$ cat src/hw/rtl/svim_pkg.sv
`timescale 1ns / 1ps

package svim_pkg;

    localparam int unsigned SAMPLE_W = 12;
    localparam int unsigned EXIT_LIM_W = 10;
    localparam int unsigned EXIT_CNT_W = 11;
    localparam int unsigned VOLTS_W = 4;
    localparam int unsigned CFG_ADDR_W = 2;

    localparam logic [SAMPLE_W-1:0]   HIGH_THR_RST = 12'd834;
    localparam logic [SAMPLE_W-1:0]   LOW_THR_RST  = 12'd237;
    localparam logic [SAMPLE_W-1:0]   MASK_THR_RST = 12'd514;
    localparam logic [EXIT_LIM_W-1:0] EXIT_LIM_RST = 10'd600;

    typedef enum logic [CFG_ADDR_W-1:0] {
        CFG_HIGH_THR = 2'd0,
        CFG_LOW_THR  = 2'd1,
        CFG_MASK_THR = 2'd2,
        CFG_EXIT_LIM = 2'd3
    } t_cfg_idx;

    typedef struct packed {
        logic over;
        logic under;
        logic mask;
    } t_volt_flags;

    typedef struct packed {
        logic on;
        logic off_seen;
    } t_ign_flags;

endpackage

$ cat src/hw/rtl/svim_volt_mon.sv
`timescale 1ns / 1ps

module svim_volt_mon
    import svim_pkg::*;
#(
    parameter int unsigned VOLT_WINDOW = 20
) (
    input  logic                  i_clk,
    input  logic                  i_rst_n,
    input  logic                  i_en,
    input  logic [SAMPLE_W-1:0]   i_sample,
    input  logic [SAMPLE_W-1:0]   i_high_thr,
    input  logic [SAMPLE_W-1:0]   i_low_thr,
    input  logic [SAMPLE_W-1:0]   i_mask_thr,
    input  logic [EXIT_LIM_W-1:0] i_exit_lim,
    output t_volt_flags           o_flags
);

    logic [VOLT_WINDOW-1:0] r_over_hist, n_over_hist;
    logic [VOLT_WINDOW-1:0] r_under_hist, n_under_hist;
    logic [VOLT_WINDOW-1:0] r_mask_hist, n_mask_hist;
    logic [EXIT_CNT_W-1:0]  r_exit_cnt, n_exit_cnt;
    t_volt_flags            r_flags, n_flags;
    logic [EXIT_CNT_W-1:0]  lim_ext;
    logic                   in_mask;

    assign lim_ext = {1'b0, i_exit_lim};
    assign in_mask = (i_sample <= i_mask_thr);

    always_comb begin
        n_over_hist  = {r_over_hist[VOLT_WINDOW-2:0], i_sample > i_high_thr};
        n_under_hist = {r_under_hist[VOLT_WINDOW-2:0], i_sample < i_low_thr};
        n_mask_hist  = {r_mask_hist[VOLT_WINDOW-2:0], in_mask};

        // count saturates at limit + 1
        n_exit_cnt = r_exit_cnt;
        if (in_mask) begin
            n_exit_cnt = '0;
        end else if (r_exit_cnt <= lim_ext) begin
            n_exit_cnt = r_exit_cnt + EXIT_CNT_W'(1);
        end

        n_flags = r_flags;
        if (&n_over_hist) begin
            n_flags.over = 1'b1;
        end else if (~|n_over_hist) begin
            n_flags.over = 1'b0;
        end
        if (&n_under_hist) begin
            n_flags.under = 1'b1;
        end else if (~|n_under_hist) begin
            n_flags.under = 1'b0;
        end
        // window set first, exit clear wins
        if (&n_mask_hist) begin
            n_flags.mask = 1'b1;
        end
        if (n_exit_cnt >= lim_ext) begin
            n_flags.mask = 1'b0;
        end
    end

    always_ff @(posedge i_clk) begin
        if (!i_rst_n) begin
            r_over_hist  <= '0;
            r_under_hist <= '0;
            r_mask_hist  <= '0;
            r_exit_cnt   <= '0;
            r_flags      <= '{over: 1'b0, under: 1'b0, mask: 1'b1};
        end else if (i_en) begin
            r_over_hist  <= n_over_hist;
            r_under_hist <= n_under_hist;
            r_mask_hist  <= n_mask_hist;
            r_exit_cnt   <= n_exit_cnt;
            r_flags      <= n_flags;
        end
    end

    assign o_flags = n_flags;

    a_exit_clears_mask: assert property (@(posedge i_clk) disable iff (!i_rst_n)
        (i_en && n_exit_cnt >= lim_ext) |=> !r_flags.mask)
        else $error("mask flag still set after exit count reached limit");

    a_mask_sample_zeroes_cnt: assert property (@(posedge i_clk) disable iff (!i_rst_n)
        (i_en && in_mask) |=> (r_exit_cnt == '0))
        else $error("exit count not cleared by mask-region sample");

endmodule

$ cat src/hw/rtl/svim_ign_mon.sv
`timescale 1ns / 1ps

module svim_ign_mon
    import svim_pkg::*;
#(
    parameter int unsigned IG_WINDOW = 10
) (
    input  logic       i_clk,
    input  logic       i_rst_n,
    input  logic       i_en,
    input  logic       i_level,
    output t_ign_flags o_flags
);

    logic [IG_WINDOW-1:0] r_hist, n_hist;
    logic                 r_latched, n_latched;
    t_ign_flags           r_flags, n_flags;

    always_comb begin
        n_hist    = {r_hist[IG_WINDOW-2:0], i_level};
        n_latched = r_latched;
        n_flags   = r_flags;
        if (&n_hist) begin
            n_latched  = 1'b1;
            n_flags.on = 1'b1;
        end else if (~|n_hist) begin
            n_flags.on = 1'b0;
            if (r_latched) begin
                n_latched        = 1'b0;
                n_flags.off_seen = 1'b1;
            end
        end
    end

    always_ff @(posedge i_clk) begin
        if (!i_rst_n) begin
            r_hist    <= '0;
            r_latched <= 1'b0;
            r_flags   <= '0;
        end else if (i_en) begin
            r_hist    <= n_hist;
            r_latched <= n_latched;
            r_flags   <= n_flags;
        end
    end

    assign o_flags = n_flags;

    a_full_window_sets_on: assert property (@(posedge i_clk) disable iff (!i_rst_n)
        (i_en && (&n_hist)) |=> (r_flags.on && r_latched))
        else $error("ignition on not set after full high window");

    a_off_seen_sticky: assert property (@(posedge i_clk) disable iff (!i_rst_n)
        r_flags.off_seen |=> r_flags.off_seen)
        else $error("ignition off flag cleared without reset");

endmodule

$ cat src/hw/rtl/supply_voltage_and_ignition_monitor_unit.sv
// Path: an item accepted into the input register is evaluated in one pass and
// lands in the result register when it advances; m_axis_tvalid rises with that load.
// Throughput: 1 item per cycle unless m_axis_tready stalls; single in/out register pair.
// Reset (synchronous, active low): histories and counters cleared, mask flag set,
// thresholds back to 834 / 237 / 514 and exit limit to 600.
`timescale 1ns / 1ps

module supply_voltage_and_ignition_monitor_unit
    import svim_pkg::*;
#(
    parameter int unsigned VOLT_WINDOW = 20,
    parameter int unsigned IG_WINDOW   = 10
) (
    input  logic                  i_clk,
    input  logic                  i_rst_n,
    // configuration write port
    input  logic                  i_cfg_we,
    input  logic [CFG_ADDR_W-1:0] i_cfg_addr,
    input  logic [SAMPLE_W-1:0]   i_cfg_wdata,
    // input item
    input  logic                  s_axis_tvalid,
    output logic                  s_axis_tready,
    input  logic [15:0]           s_axis_tdata,  // adc_sample[11:0], ig_level[12], zero pad
    // result item
    output logic                  m_axis_tvalid,
    input  logic                  m_axis_tready,
    output logic [15:0]           m_axis_tdata   // volts[3:0], over_voltage[4],
                                                 // under_voltage[5], mask_flag[6],
                                                 // ig_on[7], ig_off_seen[8], zero pad
);

    logic [SAMPLE_W-1:0]   r_high_thr, r_low_thr, r_mask_thr;
    logic [EXIT_LIM_W-1:0] r_exit_lim;

    logic                  r_in_valid;
    logic [SAMPLE_W-1:0]   r_sample;
    logic                  r_level;

    logic                  r_out_valid;
    logic [VOLTS_W-1:0]    r_volts;
    t_volt_flags           r_volt_flags;
    t_ign_flags            r_ign_flags;

    logic                  advance;
    t_volt_flags           volt_flags;
    t_ign_flags            ign_flags;
    logic [15:0]           sample_x10;
    logic [6:0]            tenths;
    logic [7:0]            rounded;
    logic [15:0]           div_prod;
    logic [VOLTS_W-1:0]    n_volts;

    always_ff @(posedge i_clk) begin
        if (!i_rst_n) begin
            r_high_thr <= HIGH_THR_RST;
            r_low_thr  <= LOW_THR_RST;
            r_mask_thr <= MASK_THR_RST;
            r_exit_lim <= EXIT_LIM_RST;
        end else if (i_cfg_we) begin
            unique case (t_cfg_idx'(i_cfg_addr))
                CFG_HIGH_THR: r_high_thr <= i_cfg_wdata;
                CFG_LOW_THR:  r_low_thr  <= i_cfg_wdata;
                CFG_MASK_THR: r_mask_thr <= i_cfg_wdata;
                CFG_EXIT_LIM: r_exit_lim <= i_cfg_wdata[EXIT_LIM_W-1:0];
            endcase
        end
    end

    // item moves from input register to result register
    assign advance       = r_in_valid && (!r_out_valid || m_axis_tready);
    assign s_axis_tready = !r_in_valid || advance;

    always_ff @(posedge i_clk) begin
        if (!i_rst_n) begin
            r_in_valid <= 1'b0;
        end else if (s_axis_tready) begin
            r_in_valid <= s_axis_tvalid;
        end
    end

    always_ff @(posedge i_clk) begin
        if (s_axis_tvalid && s_axis_tready) begin
            r_sample <= s_axis_tdata[SAMPLE_W-1:0];
            r_level  <= s_axis_tdata[SAMPLE_W];
        end
    end

    svim_volt_mon #(
        .VOLT_WINDOW (VOLT_WINDOW)
    ) u_volt (
        .i_clk      (i_clk),
        .i_rst_n    (i_rst_n),
        .i_en       (advance),
        .i_sample   (r_sample),
        .i_high_thr (r_high_thr),
        .i_low_thr  (r_low_thr),
        .i_mask_thr (r_mask_thr),
        .i_exit_lim (r_exit_lim),
        .o_flags    (volt_flags)
    );

    svim_ign_mon #(
        .IG_WINDOW (IG_WINDOW)
    ) u_ign (
        .i_clk   (i_clk),
        .i_rst_n (i_rst_n),
        .i_en    (advance),
        .i_level (r_level),
        .o_flags (ign_flags)
    );

    // ((s*10 >> 9) + 8) / 10, the divide by 10 as *205 >> 11 (exact below 1029)
    assign sample_x10 = {r_sample, 3'b000} + {3'b000, r_sample, 1'b0};
    assign tenths     = sample_x10[15:9];
    assign rounded    = {1'b0, tenths} + 8'd8;
    assign div_prod   = rounded * 8'd205;
    assign n_volts    = div_prod[14:11];

    always_ff @(posedge i_clk) begin
        if (!i_rst_n) begin
            r_out_valid <= 1'b0;
        end else if (advance) begin
            r_out_valid <= 1'b1;
        end else if (m_axis_tready) begin
            r_out_valid <= 1'b0;
        end
    end

    always_ff @(posedge i_clk) begin
        if (advance) begin
            r_volts      <= n_volts;
            r_volt_flags <= volt_flags;
            r_ign_flags  <= ign_flags;
        end
    end

    assign m_axis_tvalid = r_out_valid;
    assign m_axis_tdata  = {7'd0,
                            r_ign_flags.off_seen,
                            r_ign_flags.on,
                            r_volt_flags.mask,
                            r_volt_flags.under,
                            r_volt_flags.over,
                            r_volts};

    a_ready_when_out_free: assert property (@(posedge i_clk) disable iff (!i_rst_n)
        !r_out_valid |-> s_axis_tready)
        else $error("input stalled while result register is empty");

endmodule
$ cat config.mk
export PLATFORM = sky130hd
export DESIGN_NAME = supply_voltage_and_ignition_monitor_unit
export DESIGN_NICKNAME = d
export VERILOG_FILES = /design/src/hw/rtl/svim_pkg.sv /design/src/hw/rtl/svim_volt_mon.sv /design/src/hw/rtl/svim_ign_mon.sv /design/src/hw/rtl/supply_voltage_and_ignition_monitor_unit.sv
export SDC_FILE = /design/constraint.sdc
export NUM_CORES = 1
export LEC_CHECK = 0
export BUFFER_PORTS_ARGS = -buffer_cell sky130_fd_sc_hd__buf_2
export CAP_MARGIN = 20
export CORE_UTILIZATION = 62
export CTS_CLUSTER_SIZE = 16
export DETAILED_ROUTE_END_ITERATION = 16
export HOLD_SLACK_MARGIN = 0.02
export PLACE_DENSITY = 0.77
export SYNTH_ARGS = -nofsm -noshare
export SYNTH_HDL_FRONTEND = slang
export SYNTH_SLANG_ARGS = --single-unit
$ cat constraint.sdc
create_clock -name i_clk -period 8.6 [get_ports i_clk]
set_input_delay 0.43 -clock i_clk [delete_from_list [all_inputs] [get_ports i_clk]]
set_output_delay 0.43 -clock i_clk [all_outputs]
set_load 0.02 [all_outputs]
==> impl_metrics.py <==
metrics = {
    "die": {
        "initial_core_util_pct": 64.6,
        "ios": 53,
        "die_area_um2": 14500,
        "die_height_um": 120,
        "die_w_um": 120,
        "core_area_um2": 13500,
        "rows": 42,
    },
    "clock_network": {
        "cts_resized": 0,
        "cts_root_buf": "clkbuf_16",
        "hold_buffers": 0,
        "cts_tree": "yes",
        "post_cts_buffers": 0,
        "cts.clk_slew.worst_paths_ns": 0.07,
        "cts_buffer_depth": 2,
        "numCtsBuffers": 17,
        "clock_latency_ns": 0.44,
        "htree_levels": 4,
        "cts.sinks": 153,
    },
    "synthesis": {
        "synth_async_sr_flop_share_pct": 0,
        "avgSynthCellArea_um2": 8.40,
        "synth_enable_flop_cells": 22,
        "synth_cells": 1034,
        "yosys_warnings": 0,
        "ys_seq_elements": 153,
        "ys_seq_area_share_pct": 37.8,
        "synth_cell_types": 67,
        "synthFlopType": "dfxtp_1",
        "synth_area_um2": 8690,
    },
    "timing": {
        "clock_skew_ns": 0.0115,
        "setup_viol": 0,
        "fin_setup_tns_ns": 0,
        "setup_ws_ns": 1.91,
        "post-route-min-period_ns": 6.69,
        "final-hold-violation-count": 0,
        "final.period_utilization_pct": 77.8,
        "maxSlewHeadroom_pct": 28.4,
        "worstMarginPinSlew_ns": 1.07,
        "slew_viol_final": 0,
        "rsz0062_at_grt": "no",
        "fmax_ghz": 0.149,
    },
    "detailed_routing": {
        "first_pass_iters": 5,
        "antenna_left": 0,
        "wl_per_cell_um": 14.9,
        "vias": 7040,
        "via_per_inst": 5.65,
        "drt-total-wl_um": 18500,
        "drt_drc_violations_left": 0,
        "drt_iter0_drc": 419,
    },
    "critical_path": {
        "critPathCaptureType": "flip-flop",
        "cp-start-kind": "flip-flop",
        "critPathKind": "reg2reg",
        "arrival_ns": 6.88,
        "worstPathMaxFanout": 5,
        "critical_path_required_ns": 8.79,
    },
    "final_layout": {
        "syn_to_final_growth_pct": 9.13,
        "layout_commonest_cell": "nand2_1",
        "final_nets": 1208,
        "nFillCells": 1111,
        "antennaDiodeCount": 0,
        "final_cell_mix": "nand2_1 (233), dfxtp_1 (131), a21oi_1 (130), ha_1 (105), inv_1 (85)",
        "final_layout_size_suffix_gt1_share_pct": 8.97,
    },
    "outcome": {
        "status": "completed",
    },
    "power_and_ir_drop": {
        "power_mw": 2.19,
        "peakVddDrop_mv": 0.200,
        "p_leak_nw": 3.91,
        "power_density_nw_per_um2": 231,
    },
    "placement": {
        "post-place-ws_ns": 1.95,
        "dpl.hpwl_um": 12700,
        "portBuffers": 42,
        "gp_congestion": 0.874,
    },
    "job": {
        "drv_cap": 0,
    },
    "global_route": {
        "grt_max_degree": 79,
        "grt_use_total_pct": 27.2,
        "grt.overflow.total": 0,
        "antenna_found_initial": 0,
        "grt_pass1_vias": 6737,
        "grt_pass1_wl_um": 31300,
    },
    "min_path": {
        "hold_path_class": "in2reg",
    },
}
[through the flow]
step | std cells | hold WS (ns) | area, um^2 | util, %
floorplan | 1043 | 0.434 | 8720 | -
global placement | 1214 | 0.442 | 8910 | 66.3
detailed placement | 1214 | 0.447 | 8910 | 66.3
CTS | 1246 | 0.165 | 9480 | 70.5
global route | 1246 | 0.156 | 9480 | 70.5
finish | 1246 | 0.167 | 9480 | 70.5
[worst max-delay path, stage by stage, from the launching register on]
cell	delay, ns
edfxtp_1	0.51
ha_1	0.27
or2_2	0.30
o221ai_1	0.24
a31oi_1	0.18
nor2_1	0.16
nor2b_1	0.09
nor2_1	0.25
xnor2_1	0.19
ha_1	0.20
xor2_1	0.18
xnor2_1	0.14
ha_1	0.33
inv_1	0.06
fa_1	0.48
inv_1	0.06
fa_1	0.53
inv_1	0.06
fa_1	0.52
inv_1	0.05
ha_1	0.30
and3_1	0.16
a221o_1	0.30
a21oi_1	0.18
nor2b_1	0.07
a311oi_1	0.39
o21ba_2	0.19
xnor2_1	0.05
[sequential cells by signal (all words and copies together) (netlist names)]
name / cells
u_volt.r_mask_hist: 19
u_volt.r_over_hist: 19
u_volt.r_under_hist: 19
r_high_thr: 12
r_low_thr: 12
r_mask_thr: 12
r_sample: 12
u_volt.r_exit_cnt: 11
r_exit_lim: 10
u_ign.r_hist: 9
m_axis_tdata: 5
r_volts: 4
u_volt.r_flags: 3
u_ign.r_flags: 2
m_axis_tvalid: 1
r_in_valid: 1
r_level: 1
u_ign.r_latched: 1
[cell families (layout without fill, tap and decap cells)]
logic type / Yosys count / in the layout / synth area share, %
AOI/OAI and AO/OA: 229 / 229 / 16.0
xor gates and xnor gates: 21 / 21 / 2.12
adders and majority gates: 116 / 116 / 17.7
buffers and inverters: 139 / 166 / 7.07
DFF: 153 / 153 / 37.8
other: 2 / 11 / 0.0864
and+or+nand+nor: 374 / 374 / 19.2
[area by class of cell]
cell class / instances / area, um^2 / share of cell area (%)
clock inverter: 14 / 139 / 1.46
inverter: 87 / 328 / 3.46
timing repair buffer: 47 / 248 / 2.61
multi-input combinational: 751 / 4830 / 51.0
clock buffer: 18 / 429 / 4.53
sequential: 153 / 3280 / 34.6
tap: 176 / 220 / 2.32
[routing by layer]
metal  up-vias  track usage, %  part of all wire [%]
met5         -               0                     0
met4         0            9.41                   1.5
met3        23            4.86                   3.6
met2       126            45.4                    48
met1      3304            35.3                    47
li1       3587               -                     -
[cells in the mapped netlist (6+ instances only)]
master | number | area share [%]
inv_1 | 87 | 3.8
ha_1 | 105 | 15
or3_1 | 7 | 0.50
dfxtp_1 | 131 | 30
nand2_1 | 233 | 10
buf_4 | 7 | 0.60
nand4_1 | 26 | 1.9
nor2_1 | 32 | 1.4
edfxtp_1 | 22 | 7.6
xnor2_1 | 9 | 0.91
clkbuf_1 | 36 | 1.6
and2_1 | 6 | 0.43
nor3_1 | 8 | 0.46
o21ai_0 | 21 | 1.2
nor2b_1 | 6 | 0.43
o21a_1 | 7 | 0.60
o211ai_1 | 16 | 1.4
nand3_1 | 15 | 0.86
and3_1 | 7 | 0.50
xor2_1 | 12 | 1.2
a21o_1 | 13 | 1.1
a21oi_1 | 130 | 7.5
nor4_1 | 12 | 0.86
fa_1 | 11 | 2.5
[where the power goes]
| group | total [mW] | switching (mW) | internal [mW] |
|---|---|---|---|
| sequential | 0.785 | 0.0164 | 0.768 |
| combinational | 0.677 | 0.390 | 0.288 |
| clock | 0.730 | 0.326 | 0.404 |
| total | 2.19 | 0.732 | 1.46 |
[final timing paths]
path                                  startpoint      endpoint  slack [ns]  cells after the start
worst max-delay path                 r_sample[4]    r_volts[3]        1.91                     27
worst min-delay path            s_axis_tdata[12]       r_level        0.17                      1
worst max register to register       r_sample[4]    r_volts[3]        1.91                     27
worst min register to register      r_low_thr[4]  r_low_thr[4]        0.46                      2
No activity file was read; power rests on OpenSTA's default activity.
